### config.mk
export PLATFORM = sky130hd
export DESIGN_NAME = string_to_integer_parser_flat
export DESIGN_NICKNAME = d
export VERILOG_FILES = /design/src/design/stip_pkg.sv /design/src/design/stip_channels.sv /design/src/design/string_to_integer_parser.sv /design/src/flat_wrapper.sv
export SDC_FILE = /design/constraint.sdc
export NUM_CORES = 2
export LEC_CHECK = 0
export ABC_AREA = 1
export BUFFER_PORTS_ARGS = -buffer_cell sky130_fd_sc_hd__buf_2
export CAP_MARGIN = 10
export CORE_UTILIZATION = 30
export DETAILED_ROUTE_END_ITERATION = 8
export GPL_ROUTABILITY_DRIVEN = 0
export GPL_TIMING_DRIVEN = 0
export PLACE_DENSITY = 0.41
export RECOVER_POWER = 25
export SETUP_SLACK_MARGIN = 0.3
export SLEW_MARGIN = 10
export SYNTH_ARGS = -nofsm -noshare
export SYNTH_HDL_FRONTEND = slang
export SYNTH_SLANG_ARGS = --single-unit
### constraint.sdc
create_clock -name clk -period 13 [get_ports clk]
set_input_delay 3.9 -clock clk [delete_from_list [all_inputs] [get_ports clk]]
set_output_delay 3.9 -clock clk [all_outputs]
set_load 0.03 [all_outputs]
### src/design/stip_pkg.sv
// stip_pkg: shared types, constants and character helpers for the
// string-to-integer parser. No dependencies.
`timescale 1ns / 1ps
`default_nettype none

package stip_pkg;

    // fixed field widths of the channels
    localparam int CHAR_W   = 8;
    localparam int BASE_W   = 6;
    localparam int VALUE_W  = 64;
    localparam int OFFSET_W = 16;

    // defaults for the top-level parameters
    localparam int DEFAULT_VALUE_BITS = 64;
    localparam int DEFAULT_MAX_LENGTH = 65535;

    // radix codes
    localparam logic [BASE_W-1:0] BASE_AUTO  = 6'd0;
    localparam logic [BASE_W-1:0] BASE_MIN   = 6'd2;
    localparam logic [BASE_W-1:0] BASE_OCT   = 6'd8;
    localparam logic [BASE_W-1:0] BASE_DEC   = 6'd10;
    localparam logic [BASE_W-1:0] BASE_HEX   = 6'd16;
    localparam logic [BASE_W-1:0] BASE_MAX   = 6'd36;
    localparam logic [BASE_W-1:0] BASE_RESET = BASE_DEC;

    // digit value for anything that is not a digit; never below a legal radix
    localparam logic [BASE_W-1:0] NO_DIGIT = 6'd63;

    // character codes
    localparam logic [CHAR_W-1:0] CH_SPACE = 8'h20;
    localparam logic [CHAR_W-1:0] CH_TAB   = 8'h09;
    localparam logic [CHAR_W-1:0] CH_CR    = 8'h0D;
    localparam logic [CHAR_W-1:0] CH_PLUS  = 8'h2B;
    localparam logic [CHAR_W-1:0] CH_MINUS = 8'h2D;
    localparam logic [CHAR_W-1:0] CH_ZERO  = 8'h30;
    localparam logic [CHAR_W-1:0] CH_NINE  = 8'h39;
    localparam logic [CHAR_W-1:0] CH_UA    = 8'h41;
    localparam logic [CHAR_W-1:0] CH_UX    = 8'h58;
    localparam logic [CHAR_W-1:0] CH_UZ    = 8'h5A;
    localparam logic [CHAR_W-1:0] CH_LA    = 8'h61;
    localparam logic [CHAR_W-1:0] CH_LX    = 8'h78;
    localparam logic [CHAR_W-1:0] CH_LZ    = 8'h7A;

    typedef enum logic [2:0] {
        PH_SKIP,
        PH_SIGNED,
        PH_ZERO,
        PH_HEXX,
        PH_DIGITS,
        PH_DONE
    } phase_t;

    function automatic logic [BASE_W-1:0] digit_of(input logic [CHAR_W-1:0] c);
        logic [BASE_W-1:0] d;
        d = NO_DIGIT;
        if (c inside {[CH_ZERO:CH_NINE]})
            d = BASE_W'(c - CH_ZERO);
        else if (c inside {[CH_LA:CH_LZ]})
            d = BASE_W'(c - CH_LA) + BASE_DEC;
        else if (c inside {[CH_UA:CH_UZ]})
            d = BASE_W'(c - CH_UA) + BASE_DEC;
        return d;
    endfunction

    function automatic logic is_space(input logic [CHAR_W-1:0] c);
        return (c == CH_SPACE) || (c inside {[CH_TAB:CH_CR]});
    endfunction

    function automatic logic base_ok(input logic [BASE_W-1:0] b);
        return (b == BASE_AUTO) || (b inside {[BASE_MIN:BASE_MAX]});
    endfunction

endpackage

`default_nettype wire

### src/design/stip_channels.sv
// stip_channels: valid/ready channel interfaces for the parser (characters,
// results, radix writes). Depends on stip_pkg.
`timescale 1ns / 1ps
`default_nettype none

interface stip_char_if import stip_pkg::*; ();
    logic              valid;
    logic              ready;
    logic [CHAR_W-1:0] char_code;
    logic              last;

    modport source (output valid, output char_code, output last, input ready);
    modport sink   (input valid, input char_code, input last, output ready);
endinterface

interface stip_result_if import stip_pkg::*; ();
    logic                valid;
    logic                ready;
    logic [VALUE_W-1:0]  value;
    logic [OFFSET_W-1:0] end_offset;
    logic                digits_found;

    modport source (output valid, output value, output end_offset, output digits_found,
                    input ready);
    modport sink   (input valid, input value, input end_offset, input digits_found,
                    output ready);
endinterface

interface stip_base_if import stip_pkg::*; ();
    logic              valid;
    logic              ready;
    logic [BASE_W-1:0] number_base;

    modport source (output valid, output number_base, input ready);
    modport sink   (input valid, input number_base, output ready);
endinterface

`default_nettype wire

### src/design/string_to_integer_parser.sv
// string_to_integer_parser: streaming strtol-style parser, one character per transfer.
// Depends on stip_pkg and the interfaces in stip_channels.
//
//  channel   dir   payload                               width
//  text      in    char_code, last                       8, 1
//  result    out   value, end_offset, digits_found       64, 16, 1
//  base_cfg  in    number_base                           6
//
// One character per cycle while text.ready is high: the parse state and the 64x6
// multiply-add of a digit update in the cycle the character transfers.
// A result lands in the output register the cycle after the character that ends
// the number; the sign is applied after that register.
// text.ready drops only while a result is held and result.ready is low.
// Reset returns the parser to whitespace skipping with radix 10; base_cfg is
// always ready.
`timescale 1ns / 1ps
`default_nettype none

module string_to_integer_parser import stip_pkg::*; #(
    parameter int VALUE_BITS = DEFAULT_VALUE_BITS,
    parameter int MAX_LENGTH = DEFAULT_MAX_LENGTH
) (
    input  wire logic    clk,
    input  wire logic    rst_n,
    stip_char_if.sink    text,
    stip_result_if.source result,
    stip_base_if.sink    base_cfg
);

    localparam int OFF_BITS = $clog2(MAX_LENGTH + 1);
    localparam int MAC_W    = VALUE_BITS + BASE_W;
    localparam logic [OFF_BITS-1:0] OFF_LIMIT = OFF_BITS'(MAX_LENGTH);

    // radix register
    logic [BASE_W-1:0] number_base_reg;

    // parse state
    phase_t                phase_reg, phase_next;
    logic                  minus_reg, minus_next;
    logic [BASE_W-1:0]     base_reg, base_next;
    logic [VALUE_BITS-1:0] acc_reg, acc_next;
    logic [OFF_BITS-1:0]   off_reg, off_next;
    logic                  lone_zero_reg, lone_zero_next;

    // result register
    logic                  out_valid_reg, out_valid_next;
    logic [VALUE_BITS-1:0] out_mag_reg, out_mag_next;
    logic                  out_minus_reg, out_minus_next;
    logic [OFF_BITS-1:0]   out_off_reg, out_off_next;
    logic                  out_found_reg, out_found_next;

    logic                  accept;
    logic                  emit;
    logic [BASE_W-1:0]     d;
    logic [BASE_W-1:0]     start_base;
    logic [BASE_W-1:0]     eff_base;
    logic [MAC_W-1:0]      mac;
    logic [OFF_BITS-1:0]   off_inc1, off_inc2;
    logic [VALUE_BITS-1:0] signed_mag;

    assign text.ready     = !out_valid_reg || result.ready;
    assign accept         = text.valid && text.ready;
    assign base_cfg.ready = 1'b1;

    assign d        = digit_of(text.char_code);
    assign mac      = MAC_W'(acc_reg) * MAC_W'(base_reg) + MAC_W'(d);
    assign off_inc1 = (off_reg < OFF_LIMIT) ? off_reg + 1'b1 : off_reg;
    assign off_inc2 = (off_inc1 < OFF_LIMIT) ? off_inc1 + 1'b1 : off_inc1;

    always_ff @(posedge clk or negedge rst_n)
    begin
        if (!rst_n)
        begin
            number_base_reg <= BASE_RESET;
        end
        else if (base_cfg.valid)
        begin
            number_base_reg <= base_cfg.number_base;
        end
    end

    always_comb
    begin
        phase_next     = phase_reg;
        minus_next     = minus_reg;
        base_next      = base_reg;
        acc_next       = acc_reg;
        off_next       = off_reg;
        lone_zero_next = lone_zero_reg;
        emit           = 1'b0;
        out_mag_next   = out_mag_reg;
        out_minus_next = out_minus_reg;
        out_off_next   = out_off_reg;
        out_found_next = out_found_reg;
        start_base     = (phase_reg == PH_SKIP) ? number_base_reg : base_reg;
        eff_base       = (start_base == BASE_AUTO) ? BASE_DEC : start_base;

        case (phase_reg)
            PH_SKIP, PH_SIGNED:
            begin
                if (phase_reg == PH_SKIP && !base_ok(number_base_reg))
                begin
                    emit           = 1'b1;
                    out_mag_next   = '0;
                    out_minus_next = 1'b0;
                    out_off_next   = '0;
                    out_found_next = 1'b0;
                    phase_next     = PH_DONE;
                end
                else if (phase_reg == PH_SKIP && is_space(text.char_code))
                begin
                    off_next = off_inc1;
                end
                else if (phase_reg == PH_SKIP &&
                         (text.char_code == CH_MINUS || text.char_code == CH_PLUS))
                begin
                    base_next  = number_base_reg;
                    minus_next = (text.char_code == CH_MINUS);
                    phase_next = PH_SIGNED;
                    off_next   = off_inc1;
                end
                else if (text.char_code == CH_ZERO &&
                         (start_base == BASE_AUTO || start_base == BASE_HEX))
                begin
                    base_next      = start_base;
                    phase_next     = PH_ZERO;
                    lone_zero_next = 1'b1;
                    acc_next       = '0;
                    off_next       = off_inc1;
                end
                else
                begin
                    base_next = eff_base;
                    if (d < eff_base)
                    begin
                        acc_next   = VALUE_BITS'(d);
                        phase_next = PH_DIGITS;
                        off_next   = off_inc1;
                    end
                    else
                    begin
                        emit           = 1'b1;
                        out_mag_next   = '0;
                        out_minus_next = 1'b0;
                        out_off_next   = '0;
                        out_found_next = 1'b0;
                        phase_next     = PH_DONE;
                    end
                end
            end
            PH_ZERO:
            begin
                if (text.char_code == CH_LX || text.char_code == CH_UX)
                begin
                    base_next  = BASE_HEX;
                    phase_next = PH_HEXX;   // offset stays on the 'x'
                end
                else
                begin
                    base_next = (base_reg == BASE_AUTO) ? BASE_OCT : base_reg;
                    // accumulator is zero here, so the multiply-add reduces to the digit
                    if (d < base_next)
                    begin
                        acc_next   = VALUE_BITS'(d);
                        phase_next = PH_DIGITS;
                        off_next   = off_inc1;
                    end
                    else
                    begin
                        emit           = 1'b1;
                        out_mag_next   = acc_reg;
                        out_minus_next = minus_reg;
                        out_off_next   = off_reg;
                        out_found_next = 1'b1;
                        phase_next     = PH_DONE;
                    end
                end
            end
            PH_HEXX:
            begin
                if (d < BASE_HEX)
                begin
                    acc_next   = VALUE_BITS'(d);
                    phase_next = PH_DIGITS;
                    off_next   = off_inc2;
                end
                else
                begin
                    emit           = 1'b1;
                    out_mag_next   = '0;
                    out_minus_next = 1'b0;
                    out_off_next   = off_reg;
                    out_found_next = 1'b1;
                    phase_next     = PH_DONE;
                end
            end
            PH_DIGITS:
            begin
                if (d < base_reg)
                begin
                    acc_next = mac[VALUE_BITS-1:0];
                    off_next = off_inc1;
                end
                else
                begin
                    emit           = 1'b1;
                    out_mag_next   = acc_reg;
                    out_minus_next = minus_reg;
                    out_off_next   = off_reg;
                    out_found_next = 1'b1;
                    phase_next     = PH_DONE;
                end
            end
            default:
            begin
                // PH_DONE: rest of the string is dropped
            end
        endcase

        if (text.last)
        begin
            if (!emit)
            begin
                case (phase_next)
                    PH_SKIP, PH_SIGNED:
                    begin
                        emit           = 1'b1;
                        out_mag_next   = '0;
                        out_minus_next = 1'b0;
                        out_off_next   = '0;
                        out_found_next = 1'b0;
                    end
                    PH_ZERO, PH_DIGITS:
                    begin
                        emit           = 1'b1;
                        out_mag_next   = acc_next;
                        out_minus_next = minus_next;
                        out_off_next   = off_next;
                        out_found_next = 1'b1;
                    end
                    PH_HEXX:
                    begin
                        emit           = 1'b1;
                        out_mag_next   = '0;
                        out_minus_next = 1'b0;
                        out_off_next   = off_next;
                        out_found_next = lone_zero_next;
                    end
                    default:
                    begin
                        emit = 1'b0;
                    end
                endcase
            end
            phase_next     = PH_SKIP;
            minus_next     = 1'b0;
            base_next      = BASE_AUTO;
            acc_next       = '0;
            off_next       = '0;
            lone_zero_next = 1'b0;
        end

        if (accept && emit)
            out_valid_next = 1'b1;
        else if (result.ready)
            out_valid_next = 1'b0;
        else
            out_valid_next = out_valid_reg;
    end

    always_ff @(posedge clk or negedge rst_n)
    begin
        if (!rst_n)
        begin
            phase_reg     <= PH_SKIP;
            minus_reg     <= 1'b0;
            base_reg      <= BASE_AUTO;
            acc_reg       <= '0;
            off_reg       <= '0;
            lone_zero_reg <= 1'b0;
            out_valid_reg <= 1'b0;
        end
        else
        begin
            out_valid_reg <= out_valid_next;
            if (accept)
            begin
                phase_reg     <= phase_next;
                minus_reg     <= minus_next;
                base_reg      <= base_next;
                acc_reg       <= acc_next;
                off_reg       <= off_next;
                lone_zero_reg <= lone_zero_next;
            end
        end
    end

    // payload of the result register, loaded only with a new result
    always_ff @(posedge clk)
    begin
        if (accept && emit)
        begin
            out_mag_reg   <= out_mag_next;
            out_minus_reg <= out_minus_next;
            out_off_reg   <= out_off_next;
            out_found_reg <= out_found_next;
        end
    end

    assign signed_mag          = out_minus_reg ? (~out_mag_reg + 1'b1) : out_mag_reg;
    assign result.valid        = out_valid_reg;
    assign result.value        = VALUE_W'($signed(signed_mag));
    assign result.end_offset   = OFFSET_W'(out_off_reg);
    assign result.digits_found = out_found_reg;

endmodule

`default_nettype wire

### src/flat_wrapper.sv
// flat-port wrapper written by rule: the top's interface ports become plain ports
module string_to_integer_parser_flat import stip_pkg::*;
#(
    parameter int VALUE_BITS = DEFAULT_VALUE_BITS,
    parameter int MAX_LENGTH = DEFAULT_MAX_LENGTH
)
  (clk, rst_n, text_valid, text_char_code, text_last, text_ready, result_valid, result_value, result_end_offset, result_digits_found, result_ready, base_cfg_valid, base_cfg_number_base, base_cfg_ready);
  stip_char_if text_i ();
  stip_result_if result_i ();
  stip_base_if base_cfg_i ();
  input  wire logic clk;
  input  wire logic rst_n;
  input wire logic [$bits(text_i.valid)-1:0] text_valid;
  input wire logic [$bits(text_i.char_code)-1:0] text_char_code;
  input wire logic [$bits(text_i.last)-1:0] text_last;
  output wire logic [$bits(text_i.ready)-1:0] text_ready;
  output wire logic [$bits(result_i.valid)-1:0] result_valid;
  output wire logic [$bits(result_i.value)-1:0] result_value;
  output wire logic [$bits(result_i.end_offset)-1:0] result_end_offset;
  output wire logic [$bits(result_i.digits_found)-1:0] result_digits_found;
  input wire logic [$bits(result_i.ready)-1:0] result_ready;
  input wire logic [$bits(base_cfg_i.valid)-1:0] base_cfg_valid;
  input wire logic [$bits(base_cfg_i.number_base)-1:0] base_cfg_number_base;
  output wire logic [$bits(base_cfg_i.ready)-1:0] base_cfg_ready;
  assign text_i.valid = text_valid;
  assign text_i.char_code = text_char_code;
  assign text_i.last = text_last;
  assign text_ready = text_i.ready;
  assign result_valid = result_i.valid;
  assign result_value = result_i.value;
  assign result_end_offset = result_i.end_offset;
  assign result_digits_found = result_i.digits_found;
  assign result_i.ready = result_ready;
  assign base_cfg_i.valid = base_cfg_valid;
  assign base_cfg_i.number_base = base_cfg_number_base;
  assign base_cfg_ready = base_cfg_i.ready;
  string_to_integer_parser #(.VALUE_BITS(VALUE_BITS), .MAX_LENGTH(MAX_LENGTH)) u_core (.clk(clk), .rst_n(rst_n), .text(text_i), .result(result_i), .base_cfg(base_cfg_i));
endmodule
==> reports/results.tsv <==
metric	value	unit
R2R Path Start	u_core.base_reg[1]$_DFFE_PN0P_	
router iterations before antenna repair	5	
crit end category	output port	
GRT Total Usage	0.268	
Area growth syn-to-layout	9.90	%
Initial DRC Count	2259	
GR Overflow Total	0	
max cap viols	2	
largest net degree at the start of global routing	65	
nets@finish	4981	
crit share post-route	0.727	
clock buffer count from CTS	17	
first-pass GRT wire length	193000	µm
hold crit path type	flip-flop to flip-flop	
Post-CTS Setup Inserts	0	
initial antenna violation count	3	
Vias	29100	
Synth Flop Type	dfrtp_1	
Final ANT Viol Nets	0	
post-DP HPWL	106000	µm
slew of the pin with the lowest slew margin	4420	ps
top cells by area, synth	nand2_1, fa_1, inv_1, edfxtp_1, dfrtp_1	
Clock Latency Late Sink	540	ps
die area	97600	µm²
IO Pins	104	
WL/cell	22.3	µm
Hold Crit Start	u_core.result.valid$_DFFE_PN0P_	
number of flops mapped to enable cells by yosys	82	
Die Wd	312	µm
clock skew	23.5	ps
RSZ-0062 raised after global routing	no	
Leakage Power	17.5	nW
clock-pin slew on the worst setup and hold paths	90	ps
cell row count	113	
CP startpoint	u_core.out_mag_reg[0]$_DFFE_PP_	
Clock Path Buffers	2	
Peak VDD IR	0.000162	V
combined area of the multi-input logic cells	20100	µm²
Layout fillers	10700	
# setup viols final	0	
type of the worst setup path	flip-flop to output port	
total routed wirelength	131000	µm
# resized after CTS	0	
drc violations	0	
mapped cell area	28900	µm²
Post-synth ARST share	0.544	
fmax	106	MHz
dpl cell area	31200	µm²
CORE AREA	95200	µm²
final slew viol count	101	
Syn Area/Cell	6.51	µm²
Worst EP arrival	5550	ps
placed cells	5813	
drt via density	4.98	
Req. time, crit path	9100	ps
Synth top area share	0.173	
Min Clock Period, post-route	9450	ps
crit path max fanout	7	
sequential element share of the synthesized area	0.170	
Startpoint Class	flip-flop	
initial core utilization	0.304	
CTS sink cnt	180	
Post-Layout Cell Count	5847	
Hold Vio Cnt, Final	0	
Synth cell types	59	
Yosys reg bits	180	
post-synth top area cell	nand2_1	
cell count after synthesis	4441	
CTS HTree Levels	4	
Sequential Area	4920	µm²
YS warnings	0	
root buffer cell	clkbuf_16	
Port Buffers	100	
vias in the first global route	29000	
CTS tree	yes	
post-route cell area	31800	µm²
Power Density	208	nW/µm²
failing checks	capacitance limit, slew limit	
hold buffers post-CTS	0	
Rel. slew slack	-1.95	
share of cells above drive strength 1	0.0657	
status	finished, violations left	
Die Ht	312	µm
syn nets	4855	
-- path summary, 6_finish.rpt --
| kind | end | slack, ps | cells after the start |
|---|---|---|---|
| max | result_value[33] | 3550 | 14 |
| min | u_core.result.valid$_DFFE_PN0P_ | 520 | 2 |
| max reg2reg | u_core.out_mag_reg[39]$_DFFE_PP_ | 5550 | 24 |
| min reg2reg | u_core.result.valid$_DFFE_PN0P_ | 520 | 2 |
| max in group asynchronous | u_core.number_base_reg[4]$_DFFE_PN0P_ | 3860 | 2 |
| min in group asynchronous | u_core.acc_reg[37]$_DFFE_PN0P_ | 4000 | 1 |
-- cells by family after synthesis --
family                     share of synthesized area
AOI/OAI and AO/OA                              0.135
xor gates and xnor gates                      0.0427
adders and majority gates                      0.233
buffers and inverters                          0.136
DFF                                            0.170
other                                       0.000130
and+or+nand+nor                                0.283
-- power breakdown --
part | switching [mW] | internal [mW] | total, mW
Sequential | 0.238 | 0.922 | 1.16
Clock | 0.321 | 0.278 | 0.599
Combinational | 3.62 | 1.24 | 4.86
Total | 4.18 | 2.44 | 6.62
-- synth_stat cells, drive strengths merged, types with 4 or more instances --
master,count
a211oi,6
nand4,44
fa,240
ha,154
o211ai,8
edfxtp,82
nor3,34
nand3,176
o21a,8
or2,6
dfrtp,96
o21ai,492
nand2,1342
nor4,17
nor2,375
a21o,16
xnor2,23
o22ai,7
and3,4
buf,110
o31ai,6
xor2,117
inv,767
a21oi,153
o21bai,10
a31oi,18
clkbuf,108
-- per-layer routing --
metal / global-route usage / up-vias / wire, µm
met3: 0.0216 / 131 / 4830
met4: 0.0847 / 2 / 4140
met5: 0 / - / 13
met2: 0.455 / 707 / 62600
li1: - / 14100 / -
met1: 0.359 / 14200 / 59100
-- stage by stage --
stage / utilization / power, mW / setup slack [ps] / hold WS (ps) / TNS, ps
2_1_floorplan: - / 4.03 / 1940 / 492 / 0
3_3_place_gp: 0.326 / 6.02 / -3780 / 499 / -312030
3_5_place_dp: 0.328 / 6.01 / 3510 / 508 / 0
4_1_cts: 0.334 / 6.63 / 3560 / 531 / 0
5_1_grt: 0.334 / 7.08 / 2820 / 571 / 0
6_report: 0.334 / 6.62 / 3550 / 524 / 0
-- layout make-up --
cell class	count	share of cell area
inverters	769	0.0909
clock inverters	15	0.00579
flip-flops and latches	180	0.155
plain buffers	218	0.0335
repair buffers	107	0.0200
diodes	2	0.000158
well taps	1265	0.0498
clock buffers	17	0.0134
multi-input cells	3274	0.632
-- worst max-delay path, stage by stage, from the launching register on --
cell	delay, ps
edfxtp_1	530
inv_1	240
nand3_1	130
nor3_1	530
nand4_1	250
nor2_2	610
nand4_1	310
nor2_1	290
nand2_1	140
nor2_1	880
nand3_1	350
nor2_1	180
nor2_1	80
xor2_1	230
buf_2	240
-- layout by cell type, fill, tap and decap left out, types with 9 or more instances in the layout --
cell       count
a31oi_1       18
inv_2          9
nand3_1      172
clkbuf_2      10
buf_4          9
inv_1        758
ha_1         154
clkbuf_1     107
fa_1         240
edfxtp_1      82
nor2_2        13
clkbuf_16     17
buf_1         11
nand4_1       41
a21oi_1      151
xor2_1       116
dfrtp_1       96
nor4_1        16
buf_2        168
o21ai_1       73
nor3_1        32
o21ai_0      418
nor2_1       358
nand2_1     1329
a21o_1        16
buf_6         15
xnor2_1       23
o21bai_1      10
No activity file was read; power rests on OpenSTA's default activity.
